==> src/design/segred_pkg.sv <==
// Package for the segmented reduction block: field widths, mode codes, defaults.
// Used by segmented_reduction; depends on nothing else.
package segred_pkg;

  localparam int unsigned DataW = 32;
  localparam int unsigned IdxW  = 16;
  localparam int unsigned LenW  = 17;
  localparam int unsigned ModeW = 3;

  localparam int unsigned SEGRED_MAX_SEGMENT = 65536;
  // position counter reach: 16 bits give 65536 elements
  localparam int unsigned PosReach = 65536;

  localparam logic [ModeW-1:0] MODE_MAX    = 3'd0;
  localparam logic [ModeW-1:0] MODE_MIN    = 3'd1;
  localparam logic [ModeW-1:0] MODE_SUM    = 3'd2;
  localparam logic [ModeW-1:0] MODE_MEAN   = 3'd3;
  localparam logic [ModeW-1:0] MODE_ARGMAX = 3'd4;
  localparam logic [ModeW-1:0] MODE_ARGMIN = 3'd5;

  localparam logic REG_OP_MODE = 1'b0;
  localparam logic REG_SEG_LEN = 1'b1;

  typedef enum logic [5:0] {
    ST_IDLE = 6'b000001,
    ST_ACC  = 6'b000010,
    ST_ABS  = 6'b000100,
    ST_DIV  = 6'b001000,
    ST_NEG  = 6'b010000,
    ST_FIN  = 6'b100000
  } state_e;

endpackage

==> src/design/segmented_reduction.sv <==
// Segmented max/min/sum/mean/argmax/argmin reduction over a 32-bit signed stream.
// An element ending a segment passes through accumulate, then finish, where its result is
// registered; in mean mode sign fix, 32 restoring divide steps and quotient sign fix come between.
// A new element is taken only in idle, once the previous one is done and its result has reached
// a free output register; all work runs through one 33-bit add/subtract unit.
// Reset (async, active low): op_mode 0, segment_length 1, empty segment, no result.
module segmented_reduction
  import segred_pkg::*;
#(
  parameter int unsigned MAX_SEGMENT = SEGRED_MAX_SEGMENT
) (
  input  logic                clk_i,
  input  logic                rst_ni,
  // stream in
  input  logic                s_axis_tvalid,
  output logic                s_axis_tready,
  input  logic [DataW-1:0]    s_axis_tdata,   // [31:0] element_value
  input  logic                s_axis_tlast,   // last_of_tensor
  // stream out
  output logic                m_axis_tvalid,
  input  logic                m_axis_tready,
  output logic [47:0]         m_axis_tdata,   // [31:0] reduced_value, [47:32] best_index
  // register port
  input  logic                psel,
  input  logic                penable,
  input  logic                pwrite,
  input  logic [2:0]          paddr,
  input  logic [31:0]         pwdata,
  output logic [31:0]         prdata,
  output logic                pready
);

  localparam int unsigned CapInt = (MAX_SEGMENT < PosReach) ? MAX_SEGMENT : PosReach;
  localparam logic [LenW-1:0] LenCap = LenW'(CapInt);
  localparam int unsigned DivSteps = DataW;
  localparam int unsigned CntW = $clog2(DivSteps);
  localparam int unsigned UnitW = DataW + 1;

  // ---------------- registers ----------------
  logic [ModeW-1:0] op_mode_q;
  logic [LenW-1:0]  seg_len_q;
  state_e           state_q, state_d;
  logic [DataW-1:0] elem_q;
  logic             last_q;
  logic [DataW-1:0] run_q, run_d;
  logic [IdxW-1:0]  best_q, best_d;
  logic [IdxW-1:0]  pos_q, pos_d;
  logic [DataW-1:0] quo_q, quo_d;
  logic [IdxW-1:0]  rem_q, rem_d;
  logic             neg_q, neg_d;
  logic [CntW-1:0]  cnt_q, cnt_d;
  logic             out_valid_q, out_valid_d;
  logic [47:0]      out_data_q, out_data_d;

  // ---------------- register port ----------------
  logic cfg_wr;
  assign pready = 1'b1;
  assign cfg_wr = psel & penable & pwrite & pready;

  always_ff @(posedge clk_i or negedge rst_ni) begin
    if (!rst_ni) begin
      op_mode_q <= MODE_MAX;
      seg_len_q <= LenW'(1);
    end else if (cfg_wr) begin
      unique case (paddr[2])
        REG_OP_MODE: op_mode_q <= pwdata[ModeW-1:0];
        REG_SEG_LEN: seg_len_q <= pwdata[LenW-1:0];
        default: ;
      endcase
    end
  end

  always_comb begin
    unique case (paddr[2])
      REG_OP_MODE: prdata = {{(32-ModeW){1'b0}}, op_mode_q};
      REG_SEG_LEN: prdata = {{(32-LenW){1'b0}}, seg_len_q};
      default:     prdata = '0;
    endcase
  end

  // ---------------- decoded configuration ----------------
  logic [ModeW-1:0] mode;
  logic [LenW-1:0]  len_eff;
  logic             is_sum, is_mean, is_arg, is_minlike;

  assign mode = (op_mode_q > MODE_ARGMIN) ? MODE_MAX : op_mode_q;

  always_comb begin
    len_eff = seg_len_q;
    if (len_eff == '0) len_eff = LenW'(1);
    if (len_eff > LenCap) len_eff = LenCap;
  end

  assign is_sum     = (mode == MODE_SUM) || (mode == MODE_MEAN);
  assign is_mean    = (mode == MODE_MEAN);
  assign is_arg     = (mode == MODE_ARGMAX) || (mode == MODE_ARGMIN);
  assign is_minlike = (mode == MODE_MIN) || (mode == MODE_ARGMIN);

  // ---------------- shared add/subtract unit ----------------
  logic [UnitW-1:0] op_a, op_b, unit_res;
  logic             op_sub;
  assign unit_res = op_a + (op_b ^ {UnitW{op_sub}}) + UnitW'(op_sub);

  always_comb begin
    op_a   = '0;
    op_b   = '0;
    op_sub = 1'b1;
    unique case (state_q)
      ST_ACC: begin
        if (is_sum) begin
          op_a   = {run_q[DataW-1], run_q};
          op_b   = {elem_q[DataW-1], elem_q};
          op_sub = 1'b0;
        end else if (is_minlike) begin
          // negative when element < running value
          op_a = {elem_q[DataW-1], elem_q};
          op_b = {run_q[DataW-1], run_q};
        end else begin
          // negative when running value < element
          op_a = {run_q[DataW-1], run_q};
          op_b = {elem_q[DataW-1], elem_q};
        end
      end
      ST_ABS: op_b = {run_q[DataW-1], run_q};
      ST_DIV: begin
        op_a = {{(UnitW-IdxW-1){1'b0}}, rem_q, quo_q[DataW-1]};
        op_b = {{(UnitW-LenW){1'b0}}, len_eff};
      end
      ST_NEG: op_b = {1'b0, quo_q};
      default: ;
    endcase
  end

  // ---------------- sequencer ----------------
  logic             in_acc, out_acc, better, seg_end, borrow;
  logic [LenW-1:0]  pos_next;

  assign s_axis_tready = (state_q == ST_IDLE);
  assign in_acc        = s_axis_tvalid & s_axis_tready;
  assign out_acc       = out_valid_q & m_axis_tready;
  assign better        = unit_res[UnitW-1];
  assign borrow        = unit_res[UnitW-1];
  assign pos_next      = {1'b0, pos_q} + LenW'(1);
  assign seg_end       = (pos_next >= len_eff) || last_q;

  always_comb begin
    state_d     = state_q;
    run_d       = run_q;
    best_d      = best_q;
    pos_d       = pos_q;
    quo_d       = quo_q;
    rem_d       = rem_q;
    neg_d       = neg_q;
    cnt_d       = cnt_q;
    out_valid_d = out_acc ? 1'b0 : out_valid_q;
    out_data_d  = out_data_q;
    unique case (state_q)
      ST_IDLE: if (in_acc) state_d = ST_ACC;
      ST_ACC: begin
        if (pos_q == '0) begin
          run_d  = elem_q;
          best_d = '0;
        end else if (is_sum) begin
          run_d = unit_res[DataW-1:0];
        end else if (better) begin
          run_d = elem_q;
          if (is_arg) best_d = pos_q;
        end
        if (seg_end) begin
          pos_d   = '0;
          state_d = is_mean ? ST_ABS : ST_FIN;
        end else begin
          pos_d   = pos_next[IdxW-1:0];
          state_d = ST_IDLE;
        end
      end
      ST_ABS: begin
        neg_d   = run_q[DataW-1];
        quo_d   = run_q[DataW-1] ? unit_res[DataW-1:0] : run_q;
        rem_d   = '0;
        cnt_d   = '0;
        state_d = ST_DIV;
      end
      ST_DIV: begin
        // restoring step: remainder stays below the divisor, so 16 bits hold it
        rem_d = borrow ? {rem_q[IdxW-2:0], quo_q[DataW-1]} : unit_res[IdxW-1:0];
        quo_d = {quo_q[DataW-2:0], ~borrow};
        cnt_d = cnt_q + CntW'(1);
        if (cnt_q == CntW'(DivSteps - 1)) state_d = ST_NEG;
      end
      ST_NEG: begin
        if (neg_q) quo_d = unit_res[DataW-1:0];
        state_d = ST_FIN;
      end
      ST_FIN: begin
        if (!out_valid_q || m_axis_tready) begin
          out_valid_d = 1'b1;
          out_data_d  = {(is_arg ? best_q : IdxW'(0)), (is_mean ? quo_q : run_q)};
          state_d     = ST_IDLE;
        end
      end
      default: state_d = ST_IDLE;
    endcase
  end

  always_ff @(posedge clk_i or negedge rst_ni) begin
    if (!rst_ni) begin
      state_q     <= ST_IDLE;
      run_q       <= '0;
      best_q      <= '0;
      pos_q       <= '0;
      cnt_q       <= '0;
      out_valid_q <= 1'b0;
    end else begin
      state_q     <= state_d;
      run_q       <= run_d;
      best_q      <= best_d;
      pos_q       <= pos_d;
      cnt_q       <= cnt_d;
      out_valid_q <= out_valid_d;
    end
  end

  always_ff @(posedge clk_i) begin
    if (in_acc) begin
      elem_q <= s_axis_tdata;
      last_q <= s_axis_tlast;
    end
    quo_q      <= quo_d;
    rem_q      <= rem_d;
    neg_q      <= neg_d;
    out_data_q <= out_data_d;
  end

  assign m_axis_tvalid = out_valid_q;
  assign m_axis_tdata  = out_data_q;

`ifndef NO_ASSERTIONS
  a_accept_goes_acc: assert property (@(posedge clk_i) disable iff (!rst_ni)
    in_acc |=> state_q == ST_ACC)
    else $error("accepted element not processed next cycle");

  a_rem_below_len: assert property (@(posedge clk_i) disable iff (!rst_ni)
    state_q == ST_DIV |-> {1'b0, rem_q} < len_eff)
    else $error("divider remainder not below segment length");

  a_div_ends: assert property (@(posedge clk_i) disable iff (!rst_ni)
    (state_q == ST_DIV && cnt_q == CntW'(DivSteps - 1)) |=> state_q == ST_NEG)
    else $error("divider did not finish after its last step");

  a_index_only_arg: assert property (@(posedge clk_i) disable iff (!rst_ni)
    (m_axis_tvalid && m_axis_tdata[47:32] != '0) |-> is_arg)
    else $error("nonzero best index outside argmax/argmin");

  a_fin_no_overwrite: assert property (@(posedge clk_i) disable iff (!rst_ni)
    (state_q == ST_FIN && out_valid_q && !m_axis_tready) |=> state_q == ST_FIN)
    else $error("pending result overwritten");
`endif

endmodule

==> config.mk <==
export PLATFORM = sky130hd
export DESIGN_NAME = segmented_reduction
export DESIGN_NICKNAME = d
export VERILOG_FILES = /design/src/design/segred_pkg.sv /design/src/design/segmented_reduction.sv
export SDC_FILE = /design/constraint.sdc
export NUM_CORES = 1
export LEC_CHECK = 0
export ABC_AREA = 1
export ABC_CLOCK_PERIOD_IN_PS = 7300
export BUFFER_PORTS_ARGS = -buffer_cell sky130_fd_sc_hd__buf_4
export CORE_MARGIN = 4
export CORE_UTILIZATION = 55
export CTS_CLUSTER_DIAMETER = 30
export CTS_CLUSTER_SIZE = 40
export DETAILED_ROUTE_END_ITERATION = 7
export PLACE_DENSITY_LB_ADDON = 0.08
export SYNTH_ARGS = -nofsm -noshare
export SYNTH_HDL_FRONTEND = slang
export SYNTH_SLANG_ARGS = --single-unit
==> constraint.sdc <==
create_clock -name clk_i -period 7.3 [get_ports clk_i]
set_clock_uncertainty 0.1 [all_clocks]
set_input_delay 0.73 -clock clk_i [delete_from_list [all_inputs] [get_ports clk_i]]
set_output_delay 0.73 -clock clk_i [all_outputs]
set_load 0.05 [all_outputs]
==> results of run 1 <==
placed cells by master, fill, tap and decap left out, drive strengths merged, types with 8 or more instances in the layout:
cell and instances:
edfxtp 130, a221oi 19, ha 52, nand4 8, nand3 68, mux2 8, o221ai 23, dfrtp 94
conb 16, clkbuf 60, inv 227, o211ai 29, xor2 53, o21ai 178, nand2 382, bufinv 9
a21oi 94, nor2 121, a22oi 25, clkinv 17, o22ai 27, nor3 13, buf 142
critical path, delay by kind of cell (launching register included):
| family | cells | cell delay [ns] |
|---|---|---|
| buffers and inverters | 5 | 1.48 |
| xor gates and xnor gates | 1 | 0.18 |
| AOI/OAI and AO/OA | 9 | 1.54 |
| and+or+nand+nor | 12 | 1.40 |
| adders and majority gates | 1 | 0.37 |
| DFF | 1 | 0.52 |
metal layers:
metal,track usage,share of wire,up-vias
li1,-,-,6022
met1,0.423,0.43,6029
met2,0.455,0.44,664
met3,0.0491,0.093,99
met4,0.118,0.042,0
met5,0,0,-
state kept, by name (all words and copies together) (netlist names):
| register | cells |
|---|---|
| m_axis_tdata | 48 |
| state_q | 6 |
| best_q | 16 |
| neg_q | 1 |
| rem_q | 16 |
| quo_q | 32 |
| pos_q | 16 |
| run_q | 32 |
| last_q | 1 |
| elem_q | 32 |
| op_mode_q | 3 |
| m_axis_tvalid | 1 |
| seg_len_q | 17 |
| cnt_q | 5 |
cells by family (layout without fill, tap and decap cells):
kind of cell	after synthesis	in the layout	share of synthesized area
simple gates	612	612	0.182
compound gates	423	423	0.184
buf+inv	308	459	0.0903
flops	226	226	0.451
xor+xnor	60	60	0.0376
fa+ha+maj	53	53	0.0480
mux	8	8	0.00645
other cells	2	16	0.000537
worst paths after layout:
path	from	endpoint	depth (start not counted)
max in group asynchronous	rst_ni	run_q[31]	2
min in group clk_i	s_axis_tdata[23]	elem_q[23]	1
setup / recovery	state_q[0]	run_q[3]	28
setup reg to reg	state_q[0]	run_q[3]	28
hold reg to reg	best_q[7]	best_q[7]	2
hold / removal	rst_ni	best_q[4]	1
cell type report:
| type | instances | area share |
|---|---|---|
| well taps | 330 | 0.0245 |
| repair buffers | 142 | 0.0633 |
| flip-flops and latches | 226 | 0.375 |
| multi-input cells | 1172 | 0.385 |
| inverters | 227 | 0.0506 |
| clock inverters | 30 | 0.0248 |
| clock buffers | 60 | 0.0771 |
power groups by stage:
stage	registers (mW)	logic [mW]	clock network, mW
floorplan	1.85	2.62	0
global placement	1.86	3.56	0
detailed placement	1.86	3.60	0
CTS	1.85	3.63	2.30
global route	1.87	4.10	2.37
finish	1.85	3.68	2.28
metrics by stage:
step | hold WS [ns] | cells | power [mW] | instance area (um2)
floorplan | 0.323 | 1706 | 4.47 | 14000
global placement | 0.365 | 2097 | 5.42 | 15100
detailed placement | 0.373 | 2097 | 5.46 | 15100
CTS | 0.127 | 2187 | 7.77 | 16800
global route | 0.153 | 2187 | 8.34 | 16800
finish | 0.116 | 2187 | 7.81 | 16800
==> flow_metrics.py, run 1 <==
metrics = {
    "run_status": {
        "status": "finished, final reports clean",
    },
    "drt": {
        "wl_per_cell_um": 19.2,
        "routed_wl_um": 42100,
        "drt-pass1-iter-count": 5,
        "drt-vias-per-instance": 5.86,
        "drt_iter0_drc": 1371,
        "vias": 12814,
        "drcViolationCount": 0,
        "antenna_left": 0,
    },
    "cts": {
        "postCtsSetupRepairBufs": 0,
        "cts.clk_slew.worst_paths_ns": 0.05,
        "cts_buffer_depth": 3,
        "htree_num_levels": 2,
        "cts_tree": "done",
        "cts_buffers": 49,
        "root_buffer": "clkbuf_16",
        "cts_hold_buffers": 0,
        "insertion_delay_ns": 0.54,
        "clock-sinks": 226,
        "cts_resized": 0,
    },
    "timing": {
        "finalHoldViolCount": 0,
        "fmax_mhz": 176,
        "slew_headroom": 0.197,
        "period_share": 0.777,
        "rsz0062_at_grt": "false",
        "setup_viol": 0,
        "finalCriticalPeriod_ns": 5.68,
        "setup-tns-final_ns": 0,
        "timing_max_transition_violations_final": 0,
        "worst_slew_pin_slew_ns": 1.20,
        "setup_ws_ns": 1.62,
    },
    "power": {
        "switchingPower_mw": 3.43,
        "seqPwrFrac": 0.237,
        "combinationalPowerShare": 0.471,
        "p_int_mw": 4.38,
        "clockPowerShare": 0.292,
        "ir_worst_vdd_mv": 0.276,
        "p_leak_nw": 7.81,
        "switching_share": 0.439,
        "power_density_mw_per_mm2": 464,
    },
    "floorplanning": {
        "rows": 58,
        "core_area_mm2": 0.0251,
        "start_util": 0.557,
        "ios": 158,
        "die_h_um": 167,
        "die_x_um": 167,
        "die-area_mm2": 0.0280,
    },
    "place": {
        "portBuffers": 124,
        "gp_congestion": 0.948,
        "post-place-ws_ns": 1.80,
        "dpl.hpwl_um": 28500,
    },
    "yosys": {
        "synth_top_area_frac": 0.279,
        "yosys.area.top_type": "edfxtp_1",
        "avgSynthCellArea_um2": 8.26,
        "synth_flop_cell": "edfxtp_1",
        "async_flop_share": 0.425,
        "synth_cells": 1692,
        "yosysUniqueCellTypes": 55,
        "synth_area_leaders": "edfxtp_1 28%, dfrtp_1 17%, nand2_1 10%",
        "synth_seq_cells": 226,
        "seq_area_frac_synth": 0.451,
        "synth_area_mm2": 0.0140,
        "synthTopCellsByCount": "376 x nand2_1, 212 x inv_1, 145 x o21ai_0",
        "yosysMostFrequentCell": "nand2_1",
        "yosys_warnings": 0,
        "synth_edf_count": 130,
    },
    "worst_setup_path": {
        "worstPathArrival_ns": 6.03,
        "slowest_stage": "buf_4",
        "worstSetupEndpointType": "flip-flop",
        "cpMostUsedCell": "nand2_1",
        "cp_max_fo": 56,
        "worst_setup_path_start_kind": "flip-flop",
        "reg2reg_slack_ns": 1.62,
        "critPathMaxStageDelay_ns": 0.63,
        "required_ns": 7.65,
        "path_class": "flip-flop to flip-flop",
    },
    "finish": {
        "seqCellArea_mm2": 0.00631,
        "fillers": 2100,
        "drive_above_1_share": 0.150,
        "multi_input_area_mm2": 0.00648,
        "final_core_util": 0.670,
        "layout.nets": 1946,
        "syn_to_final_growth_pct": 20.5,
        "antenna_cells": 0,
    },
    "global_route": {
        "antenna_found_initial": 0,
        "grt_start_max_net_pins": 57,
        "gr-total-overflow": 0,
        "grt_pass1_vias": 12451,
        "grt_usage": 0.297,
        "grt_pass1_wl_um": 66700,
    },
    "hold_path": {
        "hp-class": "input pin to async pin",
    },
    "flow_run": {
        "cap_violations": 0,
    },
}
(Power assumes the default switching activity.)
==> run 2, diff against run 1 <==
--- a/config.mk
+++ b/config.mk
@@ -6,10 +6,10 @@
 export NUM_CORES = 1
 export LEC_CHECK = 0
 export ABC_AREA = 1
-export ABC_CLOCK_PERIOD_IN_PS = 7300
+export ABC_CLOCK_PERIOD_IN_PS = 4600
 export BUFFER_PORTS_ARGS = -buffer_cell sky130_fd_sc_hd__buf_4
 export CORE_MARGIN = 4
-export CORE_UTILIZATION = 55
+export CORE_UTILIZATION = 54
 export CTS_CLUSTER_DIAMETER = 30
 export CTS_CLUSTER_SIZE = 40
 export DETAILED_ROUTE_END_ITERATION = 7
==> constraint.sdc (replaced) <==
create_clock -name clk_i -period 4.6 [get_ports clk_i]
set_clock_uncertainty 0.1 [all_clocks]
set_input_delay 0.46 -clock clk_i [delete_from_list [all_inputs] [get_ports clk_i]]
set_output_delay 0.46 -clock clk_i [all_outputs]
set_load 0.05 [all_outputs]
==> flow_metrics.py, run 2 (synthesis gave the netlist of run 1 again) <==
metrics = {
    "run_status": {
        "status": "complete, but fails checks",
        "violations": "DRC",
    },
    "timing": {
        "finalHoldViolCount": 0,
        "holdWs_ns": 0.0319,
        "slew_headroom": 0.342,
        "setup_viol": 0,
        "timing_max_transition_violations_final": 0,
        "finalCriticalPeriod_ns": 4.42,
        "period_share": 0.962,
        "setup-tns-final_ns": 0,
        "fmax_mhz": 226,
        "worst_slew_pin_slew_ns": 0.987,
    },
    "worst_setup_path": {
        "worstPathArrival_ns": 4.61,
        "path_class": "flip-flop to flip-flop",
        "worstSetupEndpointType": "flip-flop",
        "cp_max_fo": 10,
        "worst_setup_path_start_kind": "flip-flop",
        "reg2reg_slack_ns": 0.18,
        "rr_worst_depth": 22,
        "required_ns": 4.78,
    },
    "floorplanning": {
        "start_util": 0.552,
        "die_h_um": 169,
        "core_area_mm2": 0.0253,
        "ios": 158,
        "rows": 58,
        "die_x_um": 169,
        "die-area_mm2": 0.0285,
    },
    "place": {
        "portBuffers": 124,
        "dpl.hpwl_um": 30700,
        "gp_congestion": 0.982,
    },
    "power": {
        "power_density_mw_per_mm2": 738,
        "ir_worst_vdd_mv": 0.467,
        "p_leak_nw": 8.19,
        "totalPowerFinal_mw": 13.0,
    },
    "global_route": {
        "antenna_found_initial": 0,
        "grt_pass1_vias": 12509,
        "grt_start_max_net_pins": 68,
        "grt_pass1_wl_um": 68600,
        "grt_usage": 0.305,
        "gr-total-overflow": 0,
    },
    "cts": {
        "clock-sinks": 226,
        "cts.clk_slew.worst_paths_ns": 0.05,
        "insertion_delay_ns": 0.56,
        "cts_buffer_depth": 3,
        "cts_buffers": 49,
        "root_buffer": "clkbuf_16",
        "cts_tree": "done",
        "htree_num_levels": 2,
    },
    "finish": {
        "largest_reg_flops": 48,
        "fillers": 2056,
        "layout.nets": 2024,
        "layout_commonest_cell": "nand2_1",
        "drive_above_1_share": 0.174,
        "final_cell_mix": "373 x nand2_1, 212 x inv_1, 176 x buf_4",
        "antenna_cells": 0,
        "syn_to_final_growth_pct": 26.4,
    },
    "drt": {
        "drcViolationCount": 6,
        "antenna_left": 0,
        "wl_per_cell_um": 20.0,
        "routed_wl_um": 45400,
        "drt-pass1-iter-count": 8,
        "drt-vias-per-instance": 5.81,
        "vias": 13160,
        "drt_iter0_drc": 1493,
    },
    "hold_path": {
        "hold_depth": 2,
        "hp-class": "input pin to flip-flop",
    },
    "flow_run": {
        "cap_violations": 0,
    },
}
-- run 2: worst max-delay path, stage by stage (launching register included) --
cell and delay [ns]:
dfrtp_1 0.43, inv_1 0.08, nand2_1 0.06, nor2_1 0.09, nand2_1 0.06, nor2_1 0.09, nand4_1 0.18, nand2_2 0.20
buf_4 0.20, nand2_1 0.20, o21ai_0 0.28, xor2_1 0.10, ha_1 0.38, nand2_1 0.11, nor2_1 0.10, inv_1 0.07
nor2_1 0.12, nand3_1 0.08, o21ai_0 0.59, nand4_1 0.17, nand2_1 0.14, xor2_1 0.20, o211ai_1 0.11
-- run 2: repair_timing --
action | CTS | global route
hold buffers | 33 | 1
setup buffers | 0 | 7
resized for setup | 0 | 18
hold endpoints to repair | 36 | 1
endpoints found under the setup margin | 0 | 71
-- run 2: layout make-up --
class                           count  area [um2]  share of cell area
Clock buffer                       59        1350              0.0762
Sequential cell                   226        6310               0.357
Multi-Input combinational cell   1172        6520               0.369
Clock inverter                     31         364              0.0206
Inverter                          227         852              0.0483
Tap cell                          330         413              0.0234
Timing Repair Buffer              220        1850               0.105
-- run 2: layer usage --
| metal | GRT usage | wire, um |
|---|---|---|
| met5 | 0 | 0 |
| met3 | 0.0624 | 4330 |
| met1 | 0.423 | 19100 |
| met2 | 0.470 | 19900 |
| met4 | 0.124 | 2160 |
-- run 2: worst paths after layout --
| check | from | endpoint |
|---|---|---|
| min in group asynchronous | rst_ni | best_q[11] |
| min | pwdata[7] | seg_len_q[7] |
| max in group asynchronous | rst_ni | state_q[0] |
| min reg2reg | best_q[7] | best_q[7] |
| max | seg_len_q[1] | quo_q[25] |
| max reg2reg | seg_len_q[1] | quo_q[25] |
-- run 2: power by group --
part	switching, mW	total, mW	internal (mW)	leakage, nW
logic	4.38	6.52	2.14	4.93
clock network	1.20	3.57	2.37	0.825
registers	0.254	2.95	2.69	2.44
total	5.83	13.0	7.20	8.19
-- run 2: metrics by stage --
stage	instances	util	worst slack [ns]	cell area, um2
floorplan	1706	-	0.378	14000
global placement	2131	0.609	0.177	15400
detailed placement	2131	0.609	0.102	15400
CTS	2254	0.690	0.0591	17500
global route	2265	0.697	-0.0106	17700
finish	2265	0.697	0.175	17700
